$ cat config.mk
export PLATFORM = sky130hd
export DESIGN_NAME = md5_stream_hasher
export DESIGN_NICKNAME = d
export VERILOG_FILES = /design/src/hw/rtl/md5_pkg.sv /design/src/hw/rtl/md5_ram.sv /design/src/hw/rtl/md5_round.sv /design/src/hw/rtl/md5_stream_hasher.sv
export SDC_FILE = /design/constraint.sdc
export NUM_CORES = 2
export LEC_CHECK = 0
export CAP_MARGIN = 20
export CORE_UTILIZATION = 55
export CTS_CLUSTER_DIAMETER = 60
export DETAILED_ROUTE_END_ITERATION = 7
export DONT_BUFFER_PORTS = 1
export PLACE_DENSITY = 0.7
export SLEW_MARGIN = 20
export SYNTH_ARGS = -nofsm -noshare
export SYNTH_HDL_FRONTEND = slang
export SYNTH_SLANG_ARGS = --single-unit
$ cat constraint.sdc
create_clock -name clk_i -period 11.05 [get_ports clk_i]
set_clock_uncertainty 0.05 [all_clocks]
set_input_delay 1.105 -clock clk_i [delete_from_list [all_inputs] [get_ports clk_i]]
set_output_delay 1.105 -clock clk_i [all_outputs]
set_load 0.01 [all_outputs]
$ cat src/hw/rtl/md5_pkg.sv
`timescale 1ns / 1ps
package md5_pkg;

  typedef struct packed {
    logic [7:0] data_byte;
    logic       has_byte;
    logic       end_of_message;
  } md5_in_t;

  typedef struct packed {
    logic [31:0] digest_word;
    logic [1:0]  word_index;
    logic        last_word;
  } md5_out_t;

  localparam logic [31:0] InitA = 32'h67452301;
  localparam logic [31:0] InitB = 32'hEFCDAB89;
  localparam logic [31:0] InitC = 32'h98BADCFE;
  localparam logic [31:0] InitD = 32'h10325476;
  localparam logic [7:0]  PadByte = 8'h80;

  localparam logic [31:0] StepConst [64] = '{
    32'hD76AA478, 32'hE8C7B756, 32'h242070DB, 32'hC1BDCEEE,
    32'hF57C0FAF, 32'h4787C62A, 32'hA8304613, 32'hFD469501,
    32'h698098D8, 32'h8B44F7AF, 32'hFFFF5BB1, 32'h895CD7BE,
    32'h6B901122, 32'hFD987193, 32'hA679438E, 32'h49B40821,
    32'hF61E2562, 32'hC040B340, 32'h265E5A51, 32'hE9B6C7AA,
    32'hD62F105D, 32'h02441453, 32'hD8A1E681, 32'hE7D3FBC8,
    32'h21E1CDE6, 32'hC33707D6, 32'hF4D50D87, 32'h455A14ED,
    32'hA9E3E905, 32'hFCEFA3F8, 32'h676F02D9, 32'h8D2A4C8A,
    32'hFFFA3942, 32'h8771F681, 32'h6D9D6122, 32'hFDE5380C,
    32'hA4BEEA44, 32'h4BDECFA9, 32'hF6BB4B60, 32'hBEBFBC70,
    32'h289B7EC6, 32'hEAA127FA, 32'hD4EF3085, 32'h04881D05,
    32'hD9D4D039, 32'hE6DB99E5, 32'h1FA27CF8, 32'hC4AC5665,
    32'hF4292244, 32'h432AFF97, 32'hAB9423A7, 32'hFC93A039,
    32'h655B59C3, 32'h8F0CCC92, 32'hFFEFF47D, 32'h85845DD1,
    32'h6FA87E4F, 32'hFE2CE6E0, 32'hA3014314, 32'h4E0811A1,
    32'hF7537E82, 32'hBD3AF235, 32'h2AD7D2BB, 32'hEB86D391
  };

  // message word index used by step i
  function automatic logic [3:0] msg_index(input logic [5:0] i);
    logic [3:0] j;
    j = i[3:0];
    case (i[5:4])
      2'd0:    msg_index = j;
      2'd1:    msg_index = 4'((5 * j) + 1);
      2'd2:    msg_index = 4'((3 * j) + 5);
      default: msg_index = 4'(7 * j);
    endcase
  endfunction

  function automatic logic [4:0] rot_amount(input logic [5:0] i);
    logic [4:0] r;
    case ({i[5:4], i[1:0]})
      4'h0: r = 5'd7;  4'h1: r = 5'd12; 4'h2: r = 5'd17; 4'h3: r = 5'd22;
      4'h4: r = 5'd5;  4'h5: r = 5'd9;  4'h6: r = 5'd14; 4'h7: r = 5'd20;
      4'h8: r = 5'd4;  4'h9: r = 5'd11; 4'hA: r = 5'd16; 4'hB: r = 5'd23;
      4'hC: r = 5'd6;  4'hD: r = 5'd10; 4'hE: r = 5'd15; default: r = 5'd21;
    endcase
    rot_amount = r;
  endfunction

endpackage

$ cat src/hw/rtl/md5_ram.sv
`timescale 1ns / 1ps
module md5_ram #(
  parameter int Width = 32,
  parameter int Depth = 16
) (
  input  logic                     clk_i,
  input  logic                     we_i,
  input  logic [$clog2(Depth)-1:0] waddr_i,
  input  logic [Width-1:0]         wdata_i,
  input  logic [$clog2(Depth)-1:0] raddr_i,
  output logic [Width-1:0]         rdata_o
);
  logic [Width-1:0] mem_q [Depth];

  // one write port, one registered read port
  always_ff @(posedge clk_i) begin
    if (we_i) begin
      mem_q[waddr_i] <= wdata_i;
    end
    rdata_o <= mem_q[raddr_i];
  end
endmodule

$ cat src/hw/rtl/md5_round.sv
`timescale 1ns / 1ps
module md5_round (
  input  logic [5:0]  step_i,
  input  logic [31:0] a_i,
  input  logic [31:0] b_i,
  input  logic [31:0] c_i,
  input  logic [31:0] d_i,
  input  logic [31:0] m_i,
  output logic [31:0] b_o
);
  import md5_pkg::*;
  logic [31:0] f;
  logic [31:0] sum;
  logic [4:0]  s;

  // round function, then rotate and add
  always_comb begin
    case (step_i[5:4])
      2'd0:    f = (b_i & c_i) | (~b_i & d_i);
      2'd1:    f = (b_i & d_i) | (c_i & ~d_i);
      2'd2:    f = b_i ^ c_i ^ d_i;
      default: f = c_i ^ (b_i | ~d_i);
    endcase
    sum = a_i + f + StepConst[step_i] + m_i;
    s   = rot_amount(step_i);
    b_o = b_i + ((sum << s) | (sum >> (6'd32 - {1'b0, s})));
  end
endmodule

$ cat src/hw/rtl/md5_stream_hasher.sv
`timescale 1ns / 1ps
// channel | dir | handshake          | payload
// in      | in  | in_valid/in_ready  | md5_in_t  (byte, has_byte, end)
// out     | out | out_valid/out_ready| md5_out_t (word, index, last)
// Byte beats are taken only while idle; the 64th byte of a block starts a
// compression: one MD5 step per cycle from the block RAM, then chain add.
// An end beat pads byte by byte (up to 72 pad bytes, two compressions), then
// emits four digest beats; input stalls until the last one is taken.
// Reset is asynchronous; block RAM holds no reset and needs no clearing.
module md5_stream_hasher (
  input  logic              clk_i,
  input  logic              rst_ni,
  input  logic              in_valid,
  output logic              in_ready,
  input  md5_pkg::md5_in_t  in_data,
  output logic              out_valid,
  input  logic              out_ready,
  output md5_pkg::md5_out_t out_data
);
  import md5_pkg::*;

  localparam logic [2:0] StIdle = 3'd0;
  localparam logic [2:0] StPad  = 3'd1;
  localparam logic [2:0] StComp = 3'd2;
  localparam logic [2:0] StAdd  = 3'd3;
  localparam logic [2:0] StOut  = 3'd4;

  logic [2:0]  state_q, state_d;
  logic [63:0] cnt_q, cnt_d;
  logic [63:0] bits_q, bits_d;
  logic        fin_q, fin_d;
  logic        mark_q, mark_d;
  logic        len_q, len_d;
  logic [6:0]  step_q, step_d;
  logic [1:0]  oidx_q, oidx_d;
  logic [31:0] ch_q [4];
  logic [31:0] ch_d [4];
  logic [31:0] a_q, b_q, c_q, d_q, a_d, b_d, c_d, d_d;
  logic [31:0] cur_q, cur_d;

  logic        push;
  logic [7:0]  pbyte;
  logic        we;
  logic [3:0]  waddr, raddr;
  logic [31:0] wdata, rdata, newb;

  md5_ram #(.Width(32), .Depth(16)) u_blk (
    .clk_i, .we_i(we), .waddr_i(waddr), .wdata_i(wdata),
    .raddr_i(raddr), .rdata_o(rdata)
  );

  md5_round u_round (
    .step_i(step_q[5:0]), .a_i(a_q), .b_i(b_q), .c_i(c_q), .d_i(d_q),
    .m_i(rdata), .b_o(newb)
  );

  // word being assembled is held in cur_q; written to RAM every byte
  assign waddr = cnt_q[5:2];
  always_comb begin
    case (cnt_q[1:0])
      2'd0:    wdata = {24'd0, pbyte};
      2'd1:    wdata = {16'd0, pbyte, cur_q[7:0]};
      2'd2:    wdata = {8'd0, pbyte, cur_q[15:0]};
      default: wdata = {pbyte, cur_q[23:0]};
    endcase
  end
  assign we = push;

  // read address runs one step ahead of the round logic
  assign raddr = (state_q == StComp) ? msg_index(6'(step_q + 7'd1)) : msg_index(6'd0);

  assign in_ready  = (state_q == StIdle);
  assign out_valid = (state_q == StOut);
  assign out_data.digest_word = ch_q[oidx_q];
  assign out_data.word_index  = oidx_q;
  assign out_data.last_word   = (oidx_q == 2'd3);

  // byte source during padding: marker, zeros, then length in the last block
  always_comb begin
    pbyte = in_data.data_byte;
    if (state_q == StPad) begin
      if (mark_q) pbyte = PadByte;
      else if (len_q && cnt_q[5:0] >= 6'd56) pbyte = bits_q[(cnt_q[2:0]*8) +: 8];
      else pbyte = 8'd0;
    end
  end

  always_comb begin
    state_d = state_q; cnt_d = cnt_q; bits_d = bits_q; fin_d = fin_q;
    mark_d = mark_q; len_d = len_q;
    step_d = step_q; oidx_d = oidx_q; ch_d = ch_q;
    a_d = a_q; b_d = b_q; c_d = c_q; d_d = d_q; cur_d = cur_q;
    push = 1'b0;
    case (state_q)
      StIdle: begin
        if (in_valid) begin
          push = in_data.has_byte;
          if (in_data.end_of_message) begin
            bits_d = (in_data.has_byte ? cnt_q + 64'd1 : cnt_q) << 3;
            fin_d  = 1'b1;
            mark_d = 1'b1;
            len_d  = 1'b0;
          end
        end
      end
      StPad: begin
        push = 1'b1;
        if (mark_q) begin
          mark_d = 1'b0;
          // length still fits behind the marker in this block
          if (cnt_q[5:0] < 6'd56) len_d = 1'b1;
        end
      end
      StComp: begin
        a_d = d_q; d_d = c_q; c_d = b_q; b_d = newb;
        step_d = step_q + 7'd1;
        if (step_q == 7'd63) state_d = StAdd;
      end
      StAdd: begin
        ch_d[0] = ch_q[0] + a_q; ch_d[1] = ch_q[1] + b_q;
        ch_d[2] = ch_q[2] + c_q; ch_d[3] = ch_q[3] + d_q;
        if (!fin_q) begin
          state_d = StIdle;
        end else if (len_q) begin
          state_d = StOut;
        end else begin
          state_d = StPad;
          // marker already placed: the next block carries the length
          if (!mark_q) len_d = 1'b1;
        end
      end
      StOut: begin
        if (out_ready) begin
          oidx_d = oidx_q + 2'd1;
          if (oidx_q == 2'd3) begin
            state_d = StIdle; cnt_d = '0; fin_d = 1'b0; len_d = 1'b0;
            ch_d[0] = InitA; ch_d[1] = InitB; ch_d[2] = InitC; ch_d[3] = InitD;
          end
        end
      end
      default: state_d = StIdle;
    endcase
    if (state_q == StIdle && in_valid && in_data.end_of_message) begin
      // first pad byte follows (after any compression of the last data byte)
      state_d = StPad;
    end
    if (push) begin
      cur_d = wdata;
      cnt_d = cnt_q + 64'd1;
      if (cnt_q[5:0] == 6'd63) begin
        state_d = StComp; step_d = '0;
        a_d = ch_q[0]; b_d = ch_q[1]; c_d = ch_q[2]; d_d = ch_q[3];
      end
    end
  end

  always_ff @(posedge clk_i or negedge rst_ni) begin
    if (!rst_ni) begin
      state_q <= StIdle; cnt_q <= '0; fin_q <= 1'b0; step_q <= '0; oidx_q <= '0;
      mark_q <= 1'b0; len_q <= 1'b0;
      ch_q[0] <= InitA; ch_q[1] <= InitB; ch_q[2] <= InitC; ch_q[3] <= InitD;
    end else begin
      state_q <= state_d; cnt_q <= cnt_d; fin_q <= fin_d; step_q <= step_d;
      mark_q <= mark_d; len_q <= len_d;
      oidx_q <= oidx_d; ch_q <= ch_d;
    end
  end

  always_ff @(posedge clk_i) begin
    bits_q <= bits_d; cur_q <= cur_d;
    a_q <= a_d; b_q <= b_d; c_q <= c_d; d_q <= d_d;
  end
endmodule

### After elaboration in Yosys (flattened, before gate mapping)

Memories as Yosys holds them, arrays and structs flattened. A register that Yosys moved wholly into a read port is not among the register bits.
Index checks and enable logic that the tools add are counted.

| storage, ports and cells | value |
|---|---|
| bits in registers | 420 |
| latch bits | 0 |
| bits in writable memories | 512 |
| bits in read-only memories | 2,128 |
| input port bits | 14 |
| output and inout port bits | 37 |
| logic and storage cells | 163 |
| memories | 3 |

Memories:

| name | depth | bits a word | rd ports | clocked after memory_dff | write ports | RTL line | text |
|---|---|---|---|---|---|---|---|
| (no name shown) | 64 | 32 | 1 | 0 | 0 | md5_round.sv:24 | `sum = a_i + f + StepConst[step_i] + m_i;` |
| u_blk.mem_q | 16 | 32 | 1 | 1 | 1 | md5_ram.sv:13 | `logic [Width-1:0] mem_q [Depth];` |
| (no name shown) | 16 | 5 | 1 | 0 | 0 | md5_pkg.sv:55 | `case ({i[5:4], i[1:0]})` |

| cells by class | value |
|---|---|
| $add $sub $neg | 14 |
| multiply operators | 3 |
| divide/modulo/power cells | 0 |
| $lt $le $gt $ge | 4 |
| eq/ne operators | 20 |
| shift operators | 3 |
| multiplexer cells | 62 |
| bitwise logic cells | 15 |
| reductions and logical operators | 22 |

Operators with widths:

| kind | count |
|---|---|
| $mux W32 | 16 |
| $add A32 B32 Y32 | 8 |
| $mux W128 | 2 |
| $mux W64 | 4 |
| $pmux W128 S2 | 1 |
| $pmux W32 S3 | 2 |
| $and A32 B32 Y32 | 4 |
| $or A32 B32 Y32 | 4 |
| $xor A32 B32 Y32 | 3 |
| $add A64 B1 Y64 const B | 1 |
| $bmux W32 S2 | 1 |
| $not A32 Y32 | 2 |
| $shiftx A64 B7 Y8 | 1 |
| $mux W61 | 1 |
| $shl A32 B5 Y32 | 1 |
| $shr A32 B6 Y32 | 1 |
| $mux W3 | 8 |
| $mux W8 | 3 |
| $mux W7 | 3 |
| $mux W1 | 14 |
| $pmux W3 S4 | 1 |
| $pmux W4 S3 | 1 |
| $reduce_and A3 Y1 | 4 |
| $reduce_bool A2 Y1 | 6 |
| other kinds (33) | 51 |

### Depth between registers and ports, before layout

| logic depth | value |
|---|---|
| depth after elaboration | 13 |
| gate-level depth with buffers | 45 |
| mapped depth without buffers | 41 |

### Modules after synthesis

From an unflattened synthesis, not the netlist that was laid out.

| second synthesis, totals | value |
|---|---|
| cell total of the unflattened synthesis | 5,783 |
| area total of the unflattened synthesis | 58,567.4 um2 |

By module, submodules not included:

| module | times used | cells an instance | area an instance (um2) | sequential area each (um2) |
|---|---|---|---|---|
| md5_stream_hasher | 1 | 2,831 | 25,049.0 | 10,299.9 |
| md5_ram | 1 | 838 | 19,835.3 | 16,015.4 |
| md5_round | 1 | 2,114 | 13,683.1 | 0.0 |

### Worst setup path before layout

No wires, ideal clock.

| path | value |
|---|---|
| kind | register to register |
| from | register step_q[0] |
| to | register b_q[30] |
| setup time | 127 ps |
| data arrival time | 9,048 ps |
| required time | 10,873 ps |
| path slack | 1,826 ps |
| cell stages (with the launch flop) | 46 |
| buffers on the path | 4 |
| clock period less this slack | 9,224 ps |
| path through | dfrtp_1 clkbuf_1 inv_1 clkbuf_1 ha_1 buf_4 clkbuf_1 nor2_1 nor2_1 nand2_1 a21oi_1 a31oi_1 a221o_1 fa_1 inv_1 fa_1 inv_1 ha_1 [... 10 more ...] mux2i_4 mux2i_1 mux2i_1 o21ai_1 ha_1 fa_1 a21o_1 a21o_1 a21oi_1 o31ai_1 a31oi_1 o211ai_1 a31o_2 a21oi_1 o21bai_1 a21oi_1 xor2_1 o21ai_1 |

| on the way | value |
|---|---|
| word-level cells in the longest chain between the ends | 12 |
| elaborated cells on any way between the ends | 15 |
| classes of those cells | add/sub (4); shift (2); mux (5); bitwise (2); memory (2) |

RTL lines:

| element | RTL line | text |
|---|---|---|
| start, declared | md5_stream_hasher.sv:34 | `logic [6:0] step_q, step_d;` |
| start signal, assigned | md5_stream_hasher.sv:163 | `state_q <= state_d; cnt_q <= cnt_d; fin_q <= fin_d; step_q <= step_d;` |
| $not A6 Y7 (not written as such) | md5_round.sv:24 |  |
| $mem_v2 Z64 W32 | - |  |
| $mux W32 (not written as such) (2 in series) | md5_round.sv:24 |  |
| $add A32 B32 Y32 (2 in series) | md5_round.sv:24 |  |
| $shr A32 B6 Y32 / $shl A32 B5 Y32 (equally long branches) | md5_round.sv:26 | `b_o = b_i + ((sum << s) \| (sum >> (6'd32 - {1'b0, s})));` |
| $or A32 B32 Y32 (*) | md5_round.sv:26 |  |
| $add A32 B32 Y32 (*) | md5_round.sv:26 |  |
| $mux W32 (*) | md5_stream_hasher.sv:94 | `case (state_q)` |
| $mux W32 | md5_stream_hasher.sv:150 | `if (cnt_q[5:0] == 6'd63) begin` |
| $mux W32 (*) | md5_stream_hasher.sv:147 | `if (push) begin` |
| via b_d[30] | md5_stream_hasher.sv:38 | `logic [31:0] a_q, b_q, c_q, d_q, a_d, b_d, c_d, d_d;` |
| end signal, assigned | md5_stream_hasher.sv:171 | `a_q <= a_d; b_q <= b_d; c_q <= c_d; d_q <= d_d;` |
| end, declared | md5_stream_hasher.sv:38 |  |

Mark *: on every way through the listed nets, which the timed path passes. The rest lies on a longest branch. The select of a mux whose other input is x is not followed.
A chain may end at the register's enable or synchronous reset.

### Final worst setup path

Ends and elaborated chain as after synthesis.

==> flow_summary.html <==
<table>
<tr><th>Metric</th><th>Value</th></tr>
<tr><th colspan="2">Yosys</th></tr>
<tr><td>Portion of the post-synthesis area used by sequential elements</td><td>0.446</td></tr>
<tr><td>Most instantiated flip-flop cell in the synthesis netlist</td><td>edfxtp_1</td></tr>
<tr><td>Average size of a mapped cell</td><td>9.32 um2</td></tr>
<tr><td>Synth cell count leaders</td><td>nand2_1, edfxtp_1, nor2_1</td></tr>
<tr><td>Top-count cell post-synth</td><td>nand2_1</td></tr>
<tr><td>Leading post-synthesis cells by cell area</td><td>edfxtp_1, dfrtp_1, dfxtp_1</td></tr>
<tr><td>Number of flops mapped to enable cells by yosys</td><td>597</td></tr>
<tr><td>Synth top area share</td><td>0.304</td></tr>
<tr><td>Synth Net Count</td><td>6629</td></tr>
<tr><td>Count of cell types in the netlist</td><td>103</td></tr>
<tr><td>Ys async rst share</td><td>0.212</td></tr>
<tr><td>Number of warnings printed during yosys synthesis</td><td>0</td></tr>
<tr><td>Most area-hungry cell type in the Yosys netlist</td><td>edfxtp_1</td></tr>
<tr><td>Combined area of all synthesized cells</td><td>59000 um2</td></tr>
<tr><td>Mapped Cells</td><td>6330</td></tr>
<tr><td>Synthesis-stage register bit count</td><td>961</td></tr>
<tr><th colspan="2">Die</th></tr>
<tr><td>Number of cell rows</td><td>119</td></tr>
<tr><td>Die Y-Extent</td><td>329 um</td></tr>
<tr><td>Starting density of the core</td><td>0.558</td></tr>
<tr><td>Placeable core area</td><td>106000 um2</td></tr>
<tr><td>Width of the chip</td><td>329 um</td></tr>
<tr><td>Area enclosed by the die boundary</td><td>109000 um2</td></tr>
<tr><td>Number of top-level design ports</td><td>51</td></tr>
<tr><th colspan="2">Cells and area</th></tr>
<tr><td>Combined area of the multi-input logic cells</td><td>30500 um2</td></tr>
<tr><td>Post-layout net count</td><td>6418</td></tr>
<tr><td>Fill cells</td><td>8869</td></tr>
<tr><td>Area taken by flip-flops and latches</td><td>26300 um2</td></tr>
<tr><td>Final design instance area without fill</td><td>63900 um2</td></tr>
<tr><td>Layout overhead on the synthesized area</td><td>8.44%</td></tr>
<tr><td>Layout cell share with drive strength beyond 1</td><td>0.0864</td></tr>
<tr><th colspan="2">Global route</th></tr>
<tr><td>Final global-route overflow total</td><td>0</td></tr>
<tr><td>Number of antenna violations at the first check in global routing</td><td>3</td></tr>
<tr><td>First-pass GRT wire length</td><td>294000 um</td></tr>
<tr><td>Overall fraction of global-route tracks in use</td><td>0.357</td></tr>
<tr><td>Pin count of the biggest net entering global routing</td><td>205</td></tr>
<tr><td>Via count of the first global-routing pass</td><td>46500</td></tr>
<tr><th colspan="2">Drt</th></tr>
<tr><td>Number of violations reported at the end of detailed-routing iteration 0</td><td>5087</td></tr>
<tr><td>WL per Instance</td><td>25.8 um</td></tr>
<tr><td>DR pass1 iterations</td><td>8</td></tr>
<tr><td>Antenna Nets Post-Route</td><td>0</td></tr>
<tr><td>DR vias</td><td>49800</td></tr>
<tr><td>Sum of routed wire length over all layers</td><td>196000 um</td></tr>
<tr><td>DRC errors left</td><td>6</td></tr>
<tr><td>Detailed-route vias per instance</td><td>6.54</td></tr>
<tr><th colspan="2">CTS</th></tr>
<tr><td>Post-CTS Setup Repair Bufs</td><td>0</td></tr>
<tr><td>Clk buf depth</td><td>3</td></tr>
<tr><td>CTS tree</td><td>done</td></tr>
<tr><td>Clock latency on the worst-skew pair</td><td>0.75 ns</td></tr>
<tr><td>Post_cts resized</td><td>0</td></tr>
<tr><td>Clock-pin transition on the worst setup and hold timing paths</td><td>0.06 ns</td></tr>
<tr><td>H-Tree Depth</td><td>3</td></tr>
<tr><td>CTS root buffer</td><td>clkbuf_16</td></tr>
<tr><td>Clock sink count</td><td>961</td></tr>
<tr><td>Number of CTS-inserted buffers</td><td>107</td></tr>
<tr><th colspan="2">Setup path</th></tr>
<tr><td>Crit path top cell by count</td><td>o21ai_0</td></tr>
<tr><td>Critical Path Sink Type</td><td>flip-flop</td></tr>
<tr><td>Max stage delay cell, worst path</td><td>a2111oi_0</td></tr>
<tr><td>Critical path's largest stage delay</td><td>0.67 ns</td></tr>
<tr><td>Top fanout value on the critical path</td><td>24</td></tr>
<tr><td>Setup crit start kind</td><td>flip-flop</td></tr>
<tr><td>Class of the most critical setup path</td><td>reg2reg</td></tr>
<tr><td>WP data arrival</td><td>10.86 ns</td></tr>
<tr><td>Reg-to-reg startpoint</td><td>step_q[0]$_DFF_PN0_</td></tr>
<tr><td>Req. time, crit path</td><td>11.58 ns</td></tr>
<tr><td>Worst setup startpoint</td><td>step_q[0]$_DFF_PN0_</td></tr>
<tr><th colspan="2">Power and ir drop</th></tr>
<tr><td>Leak pwr</td><td>24.8 nW</td></tr>
<tr><td>Worst IR drop on VDD</td><td>0.000293 V</td></tr>
<tr><td>Total power density per cell area</td><td>284 nW/um2</td></tr>
<tr><th colspan="2">STA</th></tr>
<tr><td>RSZ-0062 raised after global routing</td><td>no</td></tr>
<tr><td>Post-Route Setup TNS</td><td>0 ns</td></tr>
<tr><td>Slew at the pin closest to its max-slew limit</td><td>1.22 ns</td></tr>
<tr><td>Number of endpoints with negative hold slack in the final report</td><td>0</td></tr>
<tr><td>Achievable frequency</td><td>96.7 MHz</td></tr>
<tr><td>Count of pins over their slew limit</td><td>0</td></tr>
<tr><td>Period Utilization, post-route</td><td>0.935</td></tr>
<tr><td>Slew headroom</td><td>0.179</td></tr>
<tr><td>Final worst slack</td><td>0.714 ns</td></tr>
<tr><td>Fin crit period</td><td>10.34 ns</td></tr>
<tr><td>Setup-violating endpoint count in the final report</td><td>0</td></tr>
<tr><th colspan="2">Outcome</th></tr>
<tr><td>Result of the run</td><td>complete, but fails checks</td></tr>
<tr><td>Violations in the final reports</td><td>design-rule violations</td></tr>
<tr><th colspan="2">Run</th></tr>
<tr><td>Max-cap violation count</td><td>0</td></tr>
<tr><th colspan="2">Placement</th></tr>
<tr><td>DP HPWL</td><td>131000 um</td></tr>
<tr><td>Number of buffer cells added on primary ports</td><td>0</td></tr>
<tr><td>Standard cell area after detailed placement</td><td>60200 um2</td></tr>
<tr><td>Gp weighted congestion</td><td>1.03</td></tr>
<tr><td>Setup slack at placement</td><td>1.01 ns</td></tr>
<tr><th colspan="2">Min path</th></tr>
<tr><td>Hold Path Class</td><td>in2async</td></tr>
</table>
[stage by stage]
stage           util  power (W)  std cells  hold slack (ns)
5_1_grt        0.605     0.0193       7604         0.000773
2_1_floorplan      -     0.0116       6330            0.418
3_5_place_dp   0.569     0.0142       7400            0.443
3_3_place_gp   0.569     0.0142       7399            0.430
4_1_cts        0.605     0.0180       7604          0.00166
6_report       0.605     0.0182       7605           0.0264
[placed cells by master, fill, tap and decap left out, types with 30 or more instances in the layout]
master	synthesis	routed
a211oi_1	63	63
a21o_1	99	99
a21oi_1	454	453
a311oi_1	81	81
a31oi_1	162	162
and3_1	58	55
buf_4	6	98
clkbuf_16	0	108
dfrtp_1	140	133
dfstp_2	64	64
dfxtp_1	160	160
edfxtp_1	597	597
fa_1	67	67
ha_1	218	218
inv_1	192	191
mux2i_1	110	110
mux4_2	55	55
nand2_1	849	844
nand2b_1	35	34
nand3_1	188	187
nand4_1	32	32
nor2_1	574	560
nor2b_1	38	38
nor3_1	202	196
o211ai_1	154	154
o21a_1	31	31
o21ai_0	504	494
o22ai_1	30	30
o31ai_1	50	50
or2_2	38	38
or3_1	44	43
xnor2_1	199	196
xor2_1	86	86
[power by group]
group / internal, W / total (W) / switching [W] / leakage (nW)
Combinational: 0.00370 / 0.00984 / 0.00615 / 13.9
Sequential: 0.00439 / 0.00457 / 0.000186 / 9.15
Clock: 0.00219 / 0.00375 / 0.00156 / 1.81
[what timing repair did]
item / CTS / global route
hold buffers: 1 / 0
endpoints found under the setup margin: 0 / 0
hold endpoints to repair: 1 / 0
[final timing paths]
path / slack (ns) / depth (start not counted) / endpoint
setup / recovery: 0.71 / 36 / b_q[30]$_DFF_P_
hold / removal: 0.03 / 0 / ch_q[48]$_DFFE_PN0P_
setup reg to reg: 0.71 / 36 / b_q[30]$_DFF_P_
hold reg to reg: 0.45 / 2 / a_q[1]$_DFF_P_
max in group asynchronous: 9.80 / 0 / step_q[5]$_DFF_PN0_
min in group clk_i: 0.45 / 2 / a_q[1]$_DFF_P_
[flip-flops by register name, indices dropped and copies added, names as in the netlist]
name / count
cur_q: 24
oidx_q: 2
cnt_q: 61
a_q: 32
step_q: 7
u_blk.mem_q: 512
ch_q: 128
bits_q: 61
fin_q: 1
state_q: 3
d_q: 32
c_q: 32
u_blk.rdata_o: 32
b_q: 32
len_q: 1
mark_q: 1
[layer usage]
metal	share of wire	global-route usage	up-vias
li1	-	-	22800
met1	0.41	0.481	24300
met2	0.45	0.553	2245
met3	0.078	0.0571	468
met4	0.058	0.194	6
met5	0.00017	0	-
[logic make-up after synthesis]
| group | synth area share |
|---|---|
| compound gates | 0.196 |
| xor+xnor | 0.0434 |
| fa+ha+maj | 0.0690 |
| buf+inv | 0.0411 |
| flops | 0.446 |
| mux | 0.0434 |
| simple gates | 0.161 |
[area by class of cell]
class                   count  area share
inverters                 198      0.0116
well taps                1391      0.0272
multi-input cells        4744       0.477
clock buffers             149      0.0467
diodes                      1   0.0000391
clock inverters            54      0.0119
repair buffers            107      0.0140
flip-flops and latches    961       0.412
[worst max-delay path, delay by kind of cell (launching register included)]
family,cells,cell delay [ns]
compound gates,22,5.31
fa+ha+maj,5,2.20
simple gates,2,0.67
buf+inv,3,0.65
xor+xnor,2,0.51
flops,1,0.39
mux,2,0.36
Power figures use the tool's default switching activity.
